[config.mk]
export PLATFORM = sky130hd
export DESIGN_NAME = ssi_back
export DESIGN_NICKNAME = d
export VERILOG_FILES = /design/src/design/ssi_pkg.sv /design/src/design/ssi_back.sv
export SDC_FILE = /design/constraint.sdc
export NUM_CORES = 2
export LEC_CHECK = 0
export BUFFER_PORTS_ARGS = -buffer_cell sky130_fd_sc_hd__buf_2
export CORE_ASPECT_RATIO = 1.5
export CORE_UTILIZATION = 65
export CTS_CLUSTER_SIZE = 16
export DETAILED_ROUTE_END_ITERATION = 8
export PLACE_DENSITY = 0.83
export SLEW_MARGIN = 0
export SYNTH_ARGS = -nofsm -noshare
export SYNTH_HDL_FRONTEND = slang
export SYNTH_SLANG_ARGS = --single-unit
[constraint.sdc]
create_clock -name aclk -period 14.8 [get_ports aclk]
set_input_delay 2.96 -clock aclk [delete_from_list [all_inputs] [get_ports aclk]]
set_output_delay 2.96 -clock aclk [all_outputs]
set_load 0.05 [all_outputs]
[src/design/ssi_pkg.sv]
// ----------------------------------------------------------------------------
// ssi_pkg: shared constants and types of the scattering source integral
// Field widths, reset values and the term word passed from the front
// pipeline to the accumulator.
// ----------------------------------------------------------------------------
`default_nettype none

package ssi_pkg;

    localparam int DIR_BITS        = 16;
    localparam int WEIGHT_BITS     = 16;
    localparam int AREA_BITS       = 16;
    localparam int FACES_PER_CELL  = 4;
    localparam int ILLUM_BITS_DEF  = 24;
    localparam int QUEUE_DEPTH_DEF = 4;
    localparam int SUM_BITS        = 64;
    localparam int RESULT_BITS     = 32;
    // six direction components and the weight, ahead of the face intensities
    localparam int HEAD_BITS       = 6 * DIR_BITS + WEIGHT_BITS;

    localparam logic [AREA_BITS-1:0] INV_AREA_RESET = 16'd5215;

    // one weighted term, ready to be summed
    typedef struct packed {
        logic                last;
        logic [SUM_BITS-1:0] term;
    } ssi_entry_t;

endpackage

`default_nettype wire

[src/design/ssi_back.sv]
// ----------------------------------------------------------------------------
// ssi_back: accumulator and normalizer
// Sums terms with saturation; on the last term scales the sum by the
// reciprocal area in states ST_MUL and ST_OUT and loads the output register.
// ----------------------------------------------------------------------------
`default_nettype none

module ssi_back import ssi_pkg::*; (
    input  wire logic                   aclk,
    input  wire logic                   aresetn,
    input  wire logic                   entry_valid,
    output logic                        entry_ready,
    input  wire ssi_entry_t             entry,
    input  wire logic [AREA_BITS-1:0]   inv_total_area,
    output logic                        m_tvalid,
    input  wire logic                   m_tready,
    output logic [RESULT_BITS-1:0]      m_tdata,
    output logic                        m_tuser
);

    localparam int HALF_BITS = SUM_BITS / 2;
    localparam int PROD_BITS = HALF_BITS + AREA_BITS;

    localparam logic [1:0] ST_ACC = 2'd0;
    localparam logic [1:0] ST_MUL = 2'd1;
    localparam logic [1:0] ST_OUT = 2'd2;

    logic [1:0]            state_reg, state_next;
    logic [SUM_BITS-1:0]   sum_reg;
    logic                  clamp_reg;
    logic [SUM_BITS-1:0]   fin_sum_reg;
    logic                  fin_clamp_reg;
    logic [PROD_BITS-1:0]  lo_prod_reg;
    logic                  out_valid_reg;
    logic [RESULT_BITS-1:0] out_value_reg;
    logic                  out_sat_reg;

    logic                  pop, out_free, emit;
    logic [SUM_BITS:0]     add_ext;
    logic [SUM_BITS-1:0]   sum_add;
    logic                  clamp_add;
    logic [PROD_BITS:0]    lo_rnd;
    logic [PROD_BITS:0]    result;
    logic                  result_ovf;

    assign entry_ready = state_reg == ST_ACC;
    assign pop         = entry_valid && entry_ready;
    assign out_free    = !out_valid_reg || m_tready;
    assign emit        = (state_reg == ST_OUT) && out_free;

    // saturating add of one term
    assign add_ext   = {1'b0, sum_reg} + {1'b0, entry.term};
    assign sum_add   = add_ext[SUM_BITS] ? '1 : add_ext[SUM_BITS-1:0];
    assign clamp_add = clamp_reg || add_ext[SUM_BITS];

    // high half product plus rounded low half product
    assign lo_rnd = {1'b0, lo_prod_reg} + (PROD_BITS+1)'(33'h0_8000_0000);
    assign result = {1'b0, fin_sum_reg[SUM_BITS-1:HALF_BITS] * PROD_BITS'(inv_total_area)}
                  + (PROD_BITS+1)'(lo_rnd[PROD_BITS:HALF_BITS]);
    assign result_ovf = result[PROD_BITS:RESULT_BITS] != '0;

    always_comb begin
        case (state_reg)
            ST_ACC:  state_next = (pop && entry.last) ? ST_MUL : ST_ACC;
            ST_MUL:  state_next = ST_OUT;
            ST_OUT:  state_next = out_free ? ST_ACC : ST_OUT;
            default: state_next = ST_ACC;
        endcase
    end

    always_ff @(posedge aclk) begin
        if (!aresetn) begin
            state_reg     <= ST_ACC;
            sum_reg       <= '0;
            clamp_reg     <= 1'b0;
            out_valid_reg <= 1'b0;
        end else begin
            state_reg <= state_next;
            if (pop) begin
                if (entry.last) begin
                    sum_reg   <= '0;
                    clamp_reg <= 1'b0;
                end else begin
                    sum_reg   <= sum_add;
                    clamp_reg <= clamp_add;
                end
            end
            if (emit) begin
                out_valid_reg <= 1'b1;
            end else if (m_tready) begin
                out_valid_reg <= 1'b0;
            end
        end
    end

    always_ff @(posedge aclk) begin
        if (pop && entry.last) begin
            fin_sum_reg   <= sum_add;
            fin_clamp_reg <= clamp_add;
        end
        if (state_reg == ST_MUL) begin
            lo_prod_reg <= fin_sum_reg[HALF_BITS-1:0] * PROD_BITS'(inv_total_area);
        end
        if (emit) begin
            out_value_reg <= result_ovf ? '1 : result[RESULT_BITS-1:0];
            out_sat_reg   <= fin_clamp_reg || result_ovf;
        end
    end

    assign m_tvalid = out_valid_reg;
    assign m_tdata  = out_value_reg;
    assign m_tuser  = out_sat_reg;

    a_mul_then_out: assert property (@(posedge aclk) disable iff (!aresetn)
        state_reg == ST_MUL |=> state_reg == ST_OUT)
        else $error("normalize step skipped");

    a_clear_on_last: assert property (@(posedge aclk) disable iff (!aresetn)
        (pop && entry.last) |=> (sum_reg == '0) && !clamp_reg)
        else $error("sum not cleared after last term");

    a_clamp_full: assert property (@(posedge aclk) disable iff (!aresetn)
        clamp_reg |-> sum_reg == '1)
        else $error("clamp flag set on unsaturated sum");

endmodule

`default_nettype wire

==> impl_results.md <==
* Pins over their slew limit at 0
* Worst-Skew Late Latency at 0.51 ns
* Synth area leaders: fa_1, ha_1, edfxtp_1
* Worst path arrival time at roughly 11 ns
* Largest net degree at the start of global routing at 67
* Flops & latches, synth at around 180
* Clk buf depth at 2
* Total GRT Usage at 35.5%
* Ports at 120
* Min setup slack post-route at roughly 4.1 ns
* Hold buffer count at cts at 0
* First-pass DRT Iterations at 9
* RSZ-0062 raised after global routing: no
* Final wirelength at roughly 110 mm
* # DRC at 0
* Maxcap violations at 0
* Remaining Overflow, GRT at 0
* Resize count post-CTS at 0
* Commonest non-fill, non-tap cell in the layout: inv_1
* Max_slew headroom at between 10% and 20%
* Tcrit/Tclk final at approximately 73%
* Initial DRC count at approximately 2,500
* Fin area at 44,200 um^2
* CTS tree: yes
* Final nets at 5,875
* Initial Util at 66.0%
* Synth Cell Area at around 43,000 um^2
* Synth warnings at 0
* Syn-to-layout area delta at 3.63%
* WS Path Type: in2reg
* Routability Congestion at about 0.96
* Root buffer cell: clkbuf_16
* Max Clock Skew at 0.0204 ns
* Ys flop type: edfxtp_1
* Layout cells sized above 1 at around 5.2%
* TritonCTS Buffers at 17
* Die Y at 316 um
* Syn Area/Cell at between 9 and 10 um^2
* Final Hold Viols at 0
* Die X at 211 um
* EDFF count, synth at roughly 120
* Cell count after synthesis at between 4,000 and 5,000
* Pre-CTS WS at around 3.7 ns
* Via Count at between 30,000 and 40,000
* Crit Path Max Fanout at 40
* Fmax achieved at ~93 MHz
* Reg clk slew, reported paths at ~0.080 ns
* Row cnt at approximately 110
* Setup crit end kind: register
* Core Area at between 60,000 and 70,000 um^2
* Tightest Pin Transition at ~1.2 ns
* Setup TNS Final at 0 ns
* Crit path required time at 14.99 ns
* Synth top area share at around 40%
* Wire length of the first global-routing pass at between 150 and 200 mm
* Post-synthesis sequential area ratio at 11.3%
* Min Clock Period, post-route at around 11 ns
* H-tree levels at 4
* Post-synth cell types at 90
* Initial antenna violation count at 3
* Wire length per cell at between 20 and 25 um
* Post-CTS Repair Setup Buffers at 0
* Commonest cells after routing, fill and taps aside: inv_1, fa_1, nand2_1
* PortBufs at around 120
* Placed cell area at between 40,000 and 50,000 um^2
* Die area at between 60,000 and 70,000 um^2
* Vias in the first global route at ~36,000
* Worst hold path type: reg2reg
* Syn Nets at roughly 6,000
* Final core utilization at around 68%
* Vias/cell at roughly 6
* Fill cells at a little under 5,000
* Dpl hpwl at roughly 86 mm
* Synth async-reset ratio at 0%
* Final setup fails at 0
* DRT antenna net count at 0
* Status: completed
* Clk sinks at 183
* CP Launch Type: input port
* Cell taking the most area after synthesis: fa_1
[cell families (layout without fill, tap and decap cells)]
family | after synthesis | after routing | synth area share (%)
XOR/XNOR | 119 | 119 | 2.45
adder cells (fa/ha/maj) | 1177 | 1177 | 49.6
AO/OA/AOI/OAI | 531 | 531 | 8.51
buffers and inverters | 1134 | 1062 | 10.1
multiplexers | 8 | 8 | 0.194
AND/OR/NAND/NOR | 1546 | 1546 | 17.9
flip-flops | 183 | 183 | 11.3
other | 0 | 4 | 0
[Yosys cell counts (4+ instances only)]
cell       instances
xor2_1            50
nand4_1           48
a221oi_1           4
and3_1            17
nor2b_1           17
edfxtp_1         115
fa_1             854
ha_1             323
a21o_1            52
o21ai_1            5
mux2i_1            6
a21oi_1          149
nor4_1             8
a2111oi_0          4
or3_1              6
nor2_1           100
nand4_2           20
nand2_1          754
o21a_1            22
buf_2             15
a211oi_1          15
a211o_1            5
o21ai_0           77
o31ai_1            8
or2_2              8
and2_1           444
clkbuf_1         234
a21boi_0           8
o311ai_0           4
xnor2_1           69
inv_1            883
nand2b_1          28
a22o_1            61
o211ai_1          10
nand3_1           44
a31oi_1           19
nor3_1            28
o22ai_1            4
o21bai_1          34
dfxtp_1           68
[worst max-delay path, cell delays in order]
cell,delay [ns]
buf_2,0.45
buf_4,0.59
nand2_1,0.16
fa_1,0.57
inv_1,0.06
fa_1,0.50
inv_1,0.07
fa_1,0.54
inv_1,0.05
fa_1,0.46
fa_1,0.50
inv_1,0.05
fa_1,0.48
inv_1,0.05
ha_1,0.46
nand3_1,0.11
nor2_1,0.14
o2111ai_1,0.28
a31o_1,0.29
a21oi_1,0.31
o21ai_0,0.21
a221oi_1,0.38
nand4_1,0.17
nor4b_2,0.88
nand3_1,0.17
[per-stage QoR]
stage / hold slack, ns / cells
3_3_place_gp: 0.445 / 5464
5_1_grt: 0.500 / 5499
2_1_floorplan: 0.430 / 4698
6_report: 0.474 / 5500
3_5_place_dp: 0.451 / 5464
4_1_cts: 0.472 / 5496
[path summary, 6_finish.rpt]
check,start,endpoint,slack [ns],cells after the start
worst max-delay path,inv_total_area[7],m_tdata[2],4.07,25
worst min-delay path,sum_reg[62],sum_reg[62],0.47,2
worst max register to register,fin_sum_reg[39],m_tdata[2],6.67,23
worst min register to register,sum_reg[62],sum_reg[62],0.47,2
[area by class of cell]
type                       count  area, um^2  share of cell area (%)
clock inverter                14         161                   0.365
multi-input combinational   3381       33500                    75.9
sequential                   183        4810                    10.9
timing repair buffer         147         806                    1.82
tap                          870        1090                    2.46
inverter                     883        3310                    7.50
antenna                        4        10.0                  0.0227
clock buffer                  18         429                   0.972
[metal layers]
metal / GRT usage, % / wire [um] / vias up
met5: 0 / 0 / -
met4: 19.1 / 6710 / 0
met3: 6.21 / 9700 / 472
met2: 62.7 / 56800 / 1676
met1: 41.0 / 38700 / 16437
li1: - / - / 14367
Power is left out: the tool's default activity adds up to more than one toggle a clock period on the data nets, which glitch-free logic cannot reach.
