<file path="src/design/ssi_pkg.sv">
// ----------------------------------------------------------------------------
// ssi_pkg: shared constants and types of the scattering source integral
// Field widths, reset values and the term word passed from the front
// pipeline to the accumulator.
// ----------------------------------------------------------------------------
`default_nettype none

package ssi_pkg;

    localparam int DIR_BITS        = 16;
    localparam int WEIGHT_BITS     = 16;
    localparam int AREA_BITS       = 16;
    localparam int FACES_PER_CELL  = 4;
    localparam int ILLUM_BITS_DEF  = 24;
    localparam int QUEUE_DEPTH_DEF = 4;
    localparam int SUM_BITS        = 64;
    localparam int RESULT_BITS     = 32;
    // six direction components and the weight, ahead of the face intensities
    localparam int HEAD_BITS       = 6 * DIR_BITS + WEIGHT_BITS;

    localparam logic [AREA_BITS-1:0] INV_AREA_RESET = 16'd5215;

    // one weighted term, ready to be summed
    typedef struct packed {
        logic                last;
        logic [SUM_BITS-1:0] term;
    } ssi_entry_t;

endpackage

`default_nettype wire

</file>
<file path="src/design/ssi_queue.sv">
// ----------------------------------------------------------------------------
// ssi_queue: small term queue
// Decouples the term pipeline from the accumulator. DEPTH of 2 or more.
// ----------------------------------------------------------------------------
`default_nettype none

module ssi_queue import ssi_pkg::*; #(
    parameter int DEPTH = QUEUE_DEPTH_DEF
) (
    input  wire logic       aclk,
    input  wire logic       aresetn,
    input  wire logic       push_valid,
    output logic            push_ready,
    input  wire ssi_entry_t push_entry,
    output logic            pop_valid,
    input  wire logic       pop_ready,
    output ssi_entry_t      pop_entry
);

    localparam int PTR_BITS = $clog2(DEPTH);
    localparam int CNT_BITS = $clog2(DEPTH + 1);

    ssi_entry_t           mem_reg [DEPTH];
    logic [PTR_BITS-1:0]  wr_ptr_reg, wr_ptr_next;
    logic [PTR_BITS-1:0]  rd_ptr_reg, rd_ptr_next;
    logic [CNT_BITS-1:0]  count_reg, count_next;
    logic                 push, pop;

    assign push_ready = count_reg != CNT_BITS'(DEPTH);
    assign pop_valid  = count_reg != '0;
    assign pop_entry  = mem_reg[rd_ptr_reg];
    assign push       = push_valid && push_ready;
    assign pop        = pop_valid && pop_ready;

    assign wr_ptr_next = (wr_ptr_reg == PTR_BITS'(DEPTH - 1)) ? '0 : wr_ptr_reg + 1'b1;
    assign rd_ptr_next = (rd_ptr_reg == PTR_BITS'(DEPTH - 1)) ? '0 : rd_ptr_reg + 1'b1;

    always_comb begin
        case ({push, pop})
            2'b10:   count_next = count_reg + 1'b1;
            2'b01:   count_next = count_reg - 1'b1;
            default: count_next = count_reg;
        endcase
    end

    always_ff @(posedge aclk) begin
        if (push) begin
            mem_reg[wr_ptr_reg] <= push_entry;
        end
    end

    always_ff @(posedge aclk) begin
        if (!aresetn) begin
            wr_ptr_reg <= '0;
            rd_ptr_reg <= '0;
            count_reg  <= '0;
        end else begin
            if (push) begin
                wr_ptr_reg <= wr_ptr_next;
            end
            if (pop) begin
                rd_ptr_reg <= rd_ptr_next;
            end
            count_reg <= count_next;
        end
    end

    a_count_bound: assert property (@(posedge aclk) disable iff (!aresetn)
        count_reg <= CNT_BITS'(DEPTH))
        else $error("queue count above depth");

    a_count_push: assert property (@(posedge aclk) disable iff (!aresetn)
        (push && !pop) |=> count_reg == $past(count_reg) + 1'b1)
        else $error("queue count missed a push");

    a_count_pop: assert property (@(posedge aclk) disable iff (!aresetn)
        (pop && !push) |=> count_reg == $past(count_reg) - 1'b1)
        else $error("queue count missed a pop");

endmodule

`default_nettype wire

</file>
<file path="config.mk">
export PLATFORM = sky130hd
export DESIGN_NAME = ssi_queue
export DESIGN_NICKNAME = d
export VERILOG_FILES = /design/src/design/ssi_pkg.sv /design/src/design/ssi_queue.sv
export SDC_FILE = /design/constraint.sdc
export NUM_CORES = 1
export LEC_CHECK = 0
export BUFFER_PORTS_ARGS = -buffer_cell sky130_fd_sc_hd__buf_2
export CAP_MARGIN = 20
export CORE_UTILIZATION = 55
export DETAILED_ROUTE_END_ITERATION = 8
export MAX_ROUTING_LAYER = met4
export PLACE_DENSITY_LB_ADDON = 0.15
export SLEW_MARGIN = 25
export SYNTH_ARGS = -nofsm -noshare
export SYNTH_HDL_FRONTEND = slang
export SYNTH_SLANG_ARGS = --single-unit
</file>
<file path="constraint.sdc">
create_clock -name aclk -period 4.6 [get_ports aclk]
set_input_delay 0 -clock aclk [delete_from_list [all_inputs] [get_ports aclk]]
set_output_delay 0 -clock aclk [all_outputs]
set_load 0.05 [all_outputs]
</file>
==> results of run 1 <==
final cells by class:
type                    count  area [sq um]
clock inverters            13          62.6
inverters                   7          26.3
clock buffers              33           698
fillers                  1100          5110
repair buffers            210          1480
multi-input cells         103          1760
flip-flops and latches    269          8000
well taps                 225           282
metal layers:
layer	global-route usage, %	part of all wire [%]	up-vias
met3	3.58	5.3	26
li1	-	-	2119
met2	33.6	51	165
met4	5.37	1.5	0
met5	-	0	-
met1	26.6	42	2442
logic make-up (layout without fill, tap and decap cells):
family                   count (synthesis)  after routing  share of synthesized area, %
buffers and inverters                   23            263                          1.42
XOR/XNOR                                 2              2                         0.177
flip-flops                             269            269                          80.9
AND/OR/NAND/NOR                         21             21                          1.23
AO/OA/AOI/OAI                            7              7                         0.405
adder cells (fa/ha/maj)                  7              7                         0.963
multiplexers                            66             66                          14.9
placed cells by master, fill, tap and decap left out, types with 2 or more instances in the layout:
cell type,count
edfxtp_1,260
buf_2,135
dlygate4sd3_1,70
mux4_2,65
clkbuf_16,27
inv_1,7
clkinv_1,7
dfxtp_1,7
nand2_1,6
ha_1,6
clkbuf_1,6
and3_4,4
o21ai_0,4
clkinv_2,4
or3_2,2
and2_1,2
nor2_1,2
nand3_1,2
dfxtp_4,2
buf_16,2
buf_12,2
worst max-delay path, cell delays in order (launching register included):
cell,delay [ns]
dfxtp_1,0.39
or3b_1,0.48
and2_4,0.22
inv_1,0.06
ha_1,0.19
inv_1,0.07
fa_1,0.37
xor2_1,0.17
or3_2,0.42
a21boi_0,0.21
timing repair:
| item | 4_1_cts | 5_1_grt |
|---|---|---|
| hold buffers | 70 | 0 |
| hold endpoints to repair | 269 | 0 |
| resized for setup | 0 | 0 |
how the worst max path moves through the flow:
| stage | from | to | slack, ns | depth (start not counted) |
|---|---|---|---|---|
| finish | count_reg[2] | count_reg[2] | 1.95 | 9 |
| global route | count_reg[2] | count_reg[2] | 1.77 | 9 |
| CTS | flop | pop_entry[54] | 1.90 | 4 |
| detailed placement | count_reg[2] | count_reg[2] | 2.02 | 9 |
| global placement | count_reg[2] | count_reg[2] | 2.19 | 9 |
| floorplan | count_reg[2] | count_reg[2] | 2.19 | 10 |
report_power, final:
part / total [mW] / internal (mW) / switching (mW) / leakage, nW
Sequential: 3.10 / 2.96 / 0.146 / 2.46
Combinational: 2.11 / 0.706 / 1.41 / 1.35
Clock: 1.90 / 1.07 / 0.830 / 0.371
==> flow_metrics.py, run 1 <==
metrics = {
    "sta": {
        "finalMaxSlewViolations": 0,
        "period_minus_slack_ns": 2.65,
        "setup_viol": 0,
        "max_freq_ghz": 0.377,
        "timing.hold.ws_ns": 0.243,
        "fin_crit_sh_pct": 57.7,
        "timing_hold_violations_final": 0,
        "skew_ns": 0.00687,
        "rsz0062_at_grt": "false",
        "setup_ws_ns": 1.95,
        "max_slew_margin_pct": 32.2,
        "fin_tns_setup_ns": 0,
        "worstMarginPinSlew_ns": 1.02,
    },
    "setup_path": {
        "start_kind": "flop",
        "reg2reg_to": "count_reg[2]",
        "rr_worst_depth": 9,
        "rrSetupSlack_ns": 1.95,
        "critPathCaptureType": "flop",
        "required_ns": 5.02,
        "crit_path_max_fanout": 7,
        "cp.arrival_ns": 3.08,
        "rr_startpoint": "count_reg[2]",
        "criticalPathCategory": "flop to flop",
    },
    "die": {
        "start_util_pct": 56.7,
        "core-area_sq_mm": 0.0174,
        "die_h_microns": 136,
        "rows": 48,
        "dieArea_sq_mm": 0.0185,
        "die_width_microns": 136,
        "pin_count": 136,
    },
    "final_layout": {
        "final-instance-count-excl-fill": 860,
        "largest_register_ffs": 260,
        "insertedDiodeCount": 0,
        "finish.instance_area_sq_mm": 0.0123,
        "fin_util_pct": 70.7,
        "drive_gt1_share_pct": 38.9,
        "area_growth_syn_to_layout_pct": 24.6,
        "nets": 694,
    },
    "pwr": {
        "p_leak_nw": 4.18,
        "ir_worst_vdd_v": 0.000405,
        "p_per_area_mw_per_mm2": 578,
        "finalPower_mw": 7.11,
    },
    "yosys": {
        "netlist.area_leader.share_pct": 79.1,
        "synth.distinct_cells": 25,
        "synth_commonest_cells": "edfxtp_1 (260), mux4_2 (65), dfxtp_1 (9)",
        "ys_warn_count": 0,
        "syn-cell-area_sq_mm": 0.00988,
        "synthTopCellsByArea": "edfxtp_1 (79%), mux4_2 (15%), dfxtp_1 (1.8%)",
        "ys_seq_area_share_pct": 80.9,
        "netlist_instances": 395,
        "yosysMostFrequentCell": "edfxtp_1",
        "synthFlopType": "edfxtp_1",
        "synth-seq-cells": 269,
        "post_synth.cell_area_avg_sq_um": 25.0,
        "synth_area_leader_cell": "edfxtp_1",
        "synth_edf_count": 260,
        "synth_nets": 471,
        "synthArstFlopShare_pct": 0,
    },
    "clocking": {
        "cts-htree-levels": 1,
        "cts_setup_buffers": 0,
        "cts_root_buf": "clkbuf_16",
        "numCtsBuffers": 27,
        "insertion_delay_ns": 0.51,
        "clockBufferDepth": 3,
        "cts_tree": "done",
        "clock-sinks": 269,
        "cts.clk_slew.worst_paths_ns": 0.06,
    },
    "hold_path": {
        "hp-class": "input pin to flop",
        "holdPathEnd": "mem_reg[1][38]",
        "worstHoldStart": "push_entry[38]",
        "whs_path_depth": 2,
    },
    "grt": {
        "grt_start_max_net_pins": 66,
        "grt_first_pass_wirelength_microns": 27300,
        "antenna_found_initial": 0,
        "grt_pass1_vias": 5077,
        "overflow": 0,
        "track_usage_pct": 20.4,
    },
    "drt": {
        "vias": 4752,
        "route.detailed.drc": 0,
        "drtIter0Drc": 292,
        "wire_per_inst_microns": 20.5,
        "viasPerCell": 5.53,
        "wirelength_microns": 17600,
        "drt-pass1-iter-count": 4,
        "drtAntennaViolNets": 0,
    },
    "placement": {
        "placed_cell_area_sq_mm": 0.0108,
        "place_congestion": 0.708,
        "place_ws_ns": 2.02,
        "dp.cells": 741,
        "dp_hpwl_microns": 9680,
        "io_buffers": 135,
    },
    "job": {
        "drv_cap": 0,
    },
    "outcome": {
        "status": "finished clean",
    },
}
Power figures use the tool's default switching activity.
==> run 2, diff against run 1 <==
--- a/config.mk
+++ b/config.mk
@@ -5,9 +5,10 @@
 export SDC_FILE = /design/constraint.sdc
 export NUM_CORES = 1
 export LEC_CHECK = 0
+export ABC_AREA = 1
 export BUFFER_PORTS_ARGS = -buffer_cell sky130_fd_sc_hd__buf_2
 export CAP_MARGIN = 20
-export CORE_UTILIZATION = 55
+export CORE_UTILIZATION = 52
 export DETAILED_ROUTE_END_ITERATION = 8
 export MAX_ROUTING_LAYER = met4
 export PLACE_DENSITY_LB_ADDON = 0.15
==> constraint.sdc (replaced) <==
create_clock -name aclk -period 2.2 [get_ports aclk]
set_input_delay 0 -clock aclk [delete_from_list [all_inputs] [get_ports aclk]]
set_output_delay 0 -clock aclk [all_outputs]
set_load 0.05 [all_outputs]
==> run 2 against run 1 <==
Hold slack got worse by 0.014 ns. Design area rose by 6.2%. Clock power rose by 140%. Register-to-register slack got worse by 1.6 ns. Final cell count rose by 39%. Utilization fell by 3.9 points. Combinational power rose to 3.1 times the previous value. Synthesized area rose by 5.7%. Largest power group is now combinational logic. Worst setup slack got worse by 1.8 ns.
==> flow_metrics.py, run 2 <==
metrics = {
    "outcome": {
        "status": "finished clean",
    },
    "sta": {
        "timing.hold.ws_ns": 0.229,
        "max_slew_margin_pct": 71.2,
        "period_minus_slack_ns": 2.08,
        "rsz0062_at_grt": "false",
        "finalMaxSlewViolations": 0,
        "max_freq_ghz": 0.482,
        "fin_crit_sh_pct": 94.4,
        "fin_tns_setup_ns": 0,
        "skew_ns": 0.00703,
        "worstMarginPinSlew_ns": 0.432,
        "setup_ws_ns": 0.123,
        "timing_hold_violations_final": 0,
        "setup_viol": 0,
    },
    "clocking": {
        "cts_tree": "done",
        "numCtsBuffers": 27,
        "insertion_delay_ns": 0.52,
        "cts_setup_buffers": 0,
        "clock-sinks": 269,
        "clockBufferDepth": 3,
        "cts-htree-levels": 1,
        "cts_root_buf": "clkbuf_16",
        "cts.clk_slew.worst_paths_ns": 0.06,
    },
    "yosys": {
        "ys_seq_area_share_pct": 76.5,
        "netlist.area_leader.share_pct": 74.8,
        "synth-seq-cells": 269,
        "ys_warn_count": 0,
        "synthArstFlopShare_pct": 0,
        "post_synth.cell_area_avg_sq_um": 15.0,
        "synthFlopType": "edfxtp_1",
        "netlist_instances": 698,
        "synth_edf_count": 260,
        "yosysMostFrequentCell": "edfxtp_1",
        "syn-cell-area_sq_mm": 0.0104,
        "synth_area_leader_cell": "edfxtp_1",
        "synthTopCellsByArea": "edfxtp_1 (75%), nor2_1 (4.4%), o21ai_0 (4.4%)",
        "synth_nets": 774,
        "synth_commonest_cells": "edfxtp_1 (260), nor2_1 (123), o21ai_0 (92)",
        "synth.distinct_cells": 24,
    },
    "placement": {
        "dp_hpwl_microns": 12000,
        "place_ws_ns": 0.415,
        "dp.cells": 1075,
        "io_buffers": 135,
        "place_congestion": 0.733,
    },
    "setup_path": {
        "criticalPathCategory": "flop to primary output",
        "cp.arrival_ns": 2.08,
        "required_ns": 2.20,
        "start_kind": "flop",
        "crit_path_max_fanout": 23,
        "critPathCaptureType": "primary output",
    },
    "die": {
        "core-area_sq_mm": 0.0196,
        "dieArea_sq_mm": 0.0207,
        "die_h_microns": 144,
        "rows": 51,
        "pin_count": 136,
        "start_util_pct": 53.3,
        "die_width_microns": 144,
    },
    "drt": {
        "route.detailed.drc": 0,
        "vias": 6370,
        "viasPerCell": 5.34,
        "wirelength_microns": 22200,
        "wire_per_inst_microns": 18.6,
        "drtIter0Drc": 504,
        "drt-pass1-iter-count": 5,
        "drtAntennaViolNets": 0,
    },
    "pwr": {
        "ir_worst_vdd_v": 0.000809,
        "p_leak_nw": 4.66,
        "p_per_area_mw_per_mm2": 1330,
    },
    "final_layout": {
        "fillers": 1384,
        "nets": 984,
        "seq_area_sq_mm": 0.00800,
        "multi_input_area_sq_mm": 0.00213,
        "drive_gt1_share_pct": 27.0,
        "mostFrequentLayoutCell": "edfxtp_1",
        "area_growth_syn_to_layout_pct": 25.1,
        "final_cell_mix": "edfxtp_1 (260), buf_2 (134), nor2_1 (119)",
        "largest_register_ffs": 260,
        "final-instance-count-excl-fill": 1193,
    },
    "grt": {
        "overflow": 0,
        "grt_first_pass_wirelength_microns": 32600,
        "grt_pass1_vias": 6229,
        "grt_start_max_net_pins": 131,
        "track_usage_pct": 21.6,
        "antenna_found_initial": 1,
    },
    "job": {
        "drv_cap": 0,
    },
    "hold_path": {
        "hp-class": "input pin to flop",
    },
}
run 2: metrics by stage:
stage                     utilization [%]  total power [mW]  instance area, sq um
after floorplan                         -              11.3                 10500
after global placement               58.6              12.7                 11500
after detailed placement             58.6              12.9                 11500
after CTS                            66.5              17.4                 13000
after global routing                 66.7              18.1                 13100
final                                66.7              17.4                 13100
run 2: final timing paths:
check	depth (start not counted)	start	slack, ns	endpoint
hold reg to reg	2	wr_ptr_reg[0]	0.54	wr_ptr_reg[0]
setup reg to reg	13	count_reg[2]	0.39	count_reg[2]
hold / removal	2	push_entry[26]	0.23	mem_reg[3][26]
setup / recovery	4	flop	0.12	pop_entry[5]
run 2: final cells by class:
type	count	share of cell area (%)
diodes	1	0.0191
clock buffers	31	5.28
clock inverters	17	1.38
inverters	17	0.584
multi-input cells	370	16.3
flip-flops and latches	269	61.2
well taps	265	2.54
repair buffers	223	12.7
run 2: timing repair:
action | in CTS | in global routing
hold buffers | 68 | 0
cloned | 0 | 1
hold endpoints to repair | 269 | 0
gates resized for setup | 2 | 2
setup endpoints to repair | 20 | 10
run 2: worst max-delay path, cell delays in order, from the launching register on:
cell     delay (ns)
dfxtp_4        0.52
buf_4          0.35
o21ai_0        0.17
o22ai_2        0.20
buf_2          0.29
run 2: report_power, final:
group / internal (mW) / switching (mW)
logic: 1.63 / 4.94
clock network: 2.70 / 1.79
registers: 6.16 / 0.197
total: 10.5 / 6.93
run 2: logic make-up (layout without fill, tap and decap cells):
| group | Yosys count | after routing | synth area share, % |
|---|---|---|---|
| buf+inv | 59 | 288 | 3.46 |
| other cells | 0 | 1 | 0 |
| fa+ha+maj | 7 | 7 | 0.911 |
| flops | 269 | 269 | 76.5 |
| compound gates | 201 | 201 | 11.8 |
| simple gates | 162 | 162 | 7.34 |
run 2: routing by layer:
layer / wire length, microns / vias to the layer above / track usage [%]
li1: - / 3038 / -
met1: 9390 / 3103 / 26.8
met2: 11200 / 193 / 36.7
met3: 1250 / 36 / 3.70
met4: 403 / 0 / 5.94
met5: 0 / - / -
==> run 3, diff against run 2 <==
--- a/config.mk
+++ b/config.mk
@@ -6,7 +6,7 @@
 export NUM_CORES = 1
 export LEC_CHECK = 0
 export ABC_AREA = 1
-export BUFFER_PORTS_ARGS = -buffer_cell sky130_fd_sc_hd__buf_2
+export BUFFER_PORTS_ARGS = -buffer_cell sky130_fd_sc_hd__buf_4
 export CAP_MARGIN = 20
 export CORE_UTILIZATION = 52
 export DETAILED_ROUTE_END_ITERATION = 8
==> run 3 against run 2 <==
First-iteration DRC count fell by 26%. Non-clock buffer count rose by 9. Sequential share of layout area decreased by 1.7 points. Final cell count increased by 0.75%. Combinational power rose by 8.7%. Routed wire length rose by 1.9%. Hold slack got worse by 0.010 ns. Power rose by 1.9%. Flip-flop and latch count unchanged.
==> flow_metrics.py, run 3 (synthesized netlist as in run 2, its figures left out) <==
metrics = {
    "final_layout": {
        "drive_gt1_share_pct": 26.9,
        "final_cell_mix": "edfxtp_1 (260), buf_4 (149), nor2_1 (119)",
        "nets": 993,
        "mostFrequentLayoutCell": "edfxtp_1",
        "area_growth_syn_to_layout_pct": 28.6,
        "insertedDiodeCount": 0,
        "fillers": 1308,
        "largest_register_ffs": 260,
        "finish.instance_area_sq_mm": 0.0134,
    },
    "pwr": {
        "switching_share_pct": 39.2,
        "power.internal_mw": 10.8,
        "p_clk_share_pct": 23.9,
        "p_leak_nw": 4.79,
        "ir_worst_vdd_v": 0.000855,
        "p_sw_mw": 6.97,
        "seqPwrFrac_pct": 35.8,
        "pwr-share-comb_pct": 40.2,
        "p_per_area_mw_per_mm2": 1320,
    },
    "drt": {
        "drtAntennaViolNets": 0,
        "route.detailed.drc": 0,
        "drtIter0Drc": 372,
        "viasPerCell": 5.44,
        "wire_per_inst_microns": 18.9,
        "vias": 6544,
        "wirelength_microns": 22700,
        "drt-pass1-iter-count": 6,
    },
    "die": {
        "core-area_sq_mm": 0.0196,
        "die_width_microns": 144,
        "rows": 51,
        "pin_count": 136,
        "dieArea_sq_mm": 0.0207,
        "die_h_microns": 144,
        "start_util_pct": 53.3,
    },
    "setup_path": {
        "required_ns": 2.20,
        "crit_path_max_fanout": 48,
        "rr_startpoint": "wr_ptr_reg[0]",
        "cp.arrival_ns": 2.13,
        "critPathCaptureType": "primary output",
        "max_stage_delay_ns": 0.59,
        "worstPathCellList": "buf_12 -> o21ai_0 -> o22ai_1 -> buf_4",
        "critical-path-top-delay-family": "flip-flops",
        "crit_slowest_cell": "dfxtp_2",
        "rrSetupSlack_ns": 0.09,
        "start_kind": "flop",
        "reg2reg_to": "wr_ptr_reg[0]",
        "criticalPathCategory": "flop to primary output",
        "rr_worst_depth": 8,
        "critPathBufInv": 2,
    },
    "grt": {
        "grt_first_pass_wirelength_microns": 34600,
        "overflow": 0,
        "track_usage_pct": 23.1,
        "grt_pass1_vias": 6564,
        "antenna_found_initial": 0,
        "grt_start_max_net_pins": 53,
    },
    "sta": {
        "worstMarginPinSlew_ns": 0.430,
        "max_freq_ghz": 0.470,
        "finalMaxSlewViolations": 0,
        "rsz0062_at_grt": "false",
        "setup_viol": 0,
        "max_slew_margin_pct": 71.4,
        "skew_ns": 0.00411,
        "fin_crit_sh_pct": 96.6,
        "setup_ws_ns": 0.0741,
        "period_minus_slack_ns": 2.13,
        "fin_tns_setup_ns": 0,
        "timing_hold_violations_final": 0,
        "timing.hold.ws_ns": 0.219,
    },
    "outcome": {
        "status": "finished clean",
    },
    "clocking": {
        "cts_tree": "done",
        "cts-htree-levels": 1,
        "insertion_delay_ns": 0.52,
        "clock-sinks": 269,
        "cts.clk_slew.worst_paths_ns": 0.06,
        "clockBufferDepth": 3,
        "numCtsBuffers": 27,
        "cts_root_buf": "clkbuf_16",
    },
    "placement": {
        "placed_cell_area_sq_mm": 0.0118,
        "place_ws_ns": 0.311,
        "place_congestion": 0.840,
        "dp_hpwl_microns": 12400,
        "io_buffers": 135,
    },
    "hold_path": {
        "worstHoldStart": "push_entry[25]",
        "holdPathEnd": "mem_reg[0][25]",
        "whs_path_depth": 2,
        "hp-class": "input pin to flop",
    },
    "job": {
        "drv_cap": 0,
    },
}
run 3: changes by cell type in the layout (fill, tap and decap cells not counted), moves of 2 or more:
cell,change
dlygate4sd3_1,+2
clkinv_2,-4
buf_2,-134
buf_6,+2
dfxtp_2,+2
clkbuf_1,+6
buf_4,+139
bufinv_16,-2
run 3: worst register-to-register path, delay by kind of cell (launching register included):
| kind | cells | cell delay [ns] |
|---|---|---|
| adder cells (fa/ha/maj) | 1 | 0.20 |
| buffers and inverters | 3 | 1.21 |
| flip-flops | 1 | 0.34 |
| AND/OR/NAND/NOR | 4 | 0.30 |
run 3: cell type report:
type | instances | area [sq um] | area share, %
sequential | 269 | 7990 | 59.5
multi-input combinational | 370 | 2130 | 15.9
timing repair buffer | 232 | 2080 | 15.5
clock buffer | 37 | 713 | 5.31
tap | 265 | 332 | 2.47
clock inverter | 12 | 104 | 0.773
inverter | 17 | 73.8 | 0.550
run 3: worst max-delay path by stage:
stage,cells past startpoint,startpoint,endpoint
after floorplan,4,count_reg[1],mem_reg[0][0]
after global placement,13,count_reg[2],count_reg[2]
after detailed placement,12,count_reg[2],count_reg[2]
after CTS,5,flop,pop_entry[6]
after global routing,8,wr_ptr_reg[0],wr_ptr_reg[0]
final,4,flop,pop_entry[21]
run 3: stage by stage:
step	util [%]	instances	total power, mW
6_report	68.6	1202	17.8
5_1_grt	68.6	1202	18.5
4_1_cts	68.4	1198	17.8
3_5_place_dp	60.4	1077	13.4
3_3_place_gp	60.4	1077	13.2
2_1_floorplan	-	698	11.3
run 3: power groups by stage:
stage	combinational, mW	sequential (mW)	clock (mW)
2_1_floorplan	4.92	6.37	0
3_3_place_gp	6.77	6.47	0
3_5_place_dp	6.88	6.49	0
4_1_cts	7.14	6.38	4.31
5_1_grt	7.55	6.41	4.50
6_report	7.15	6.36	4.25
run 3: per-layer routing:
layer | track usage [%] | share of wire [%] | vias up
li1 | - | - | 3058
met1 | 28.8 | 42 | 3237
met2 | 38.9 | 51 | 207
met3 | 3.83 | 5.5 | 42
met4 | 6.49 | 2.4 | 0
met5 | - | 0 | -
run 3: repair_timing:
item / in CTS / in global routing
resized for setup: 3 / 2
endpoints found under the setup margin: 33 / 5
setup buffers: 1 / 4
hold buffers: 70 / 0
cloned: 1 / 0
endpoints found under the hold margin: 269 / 0
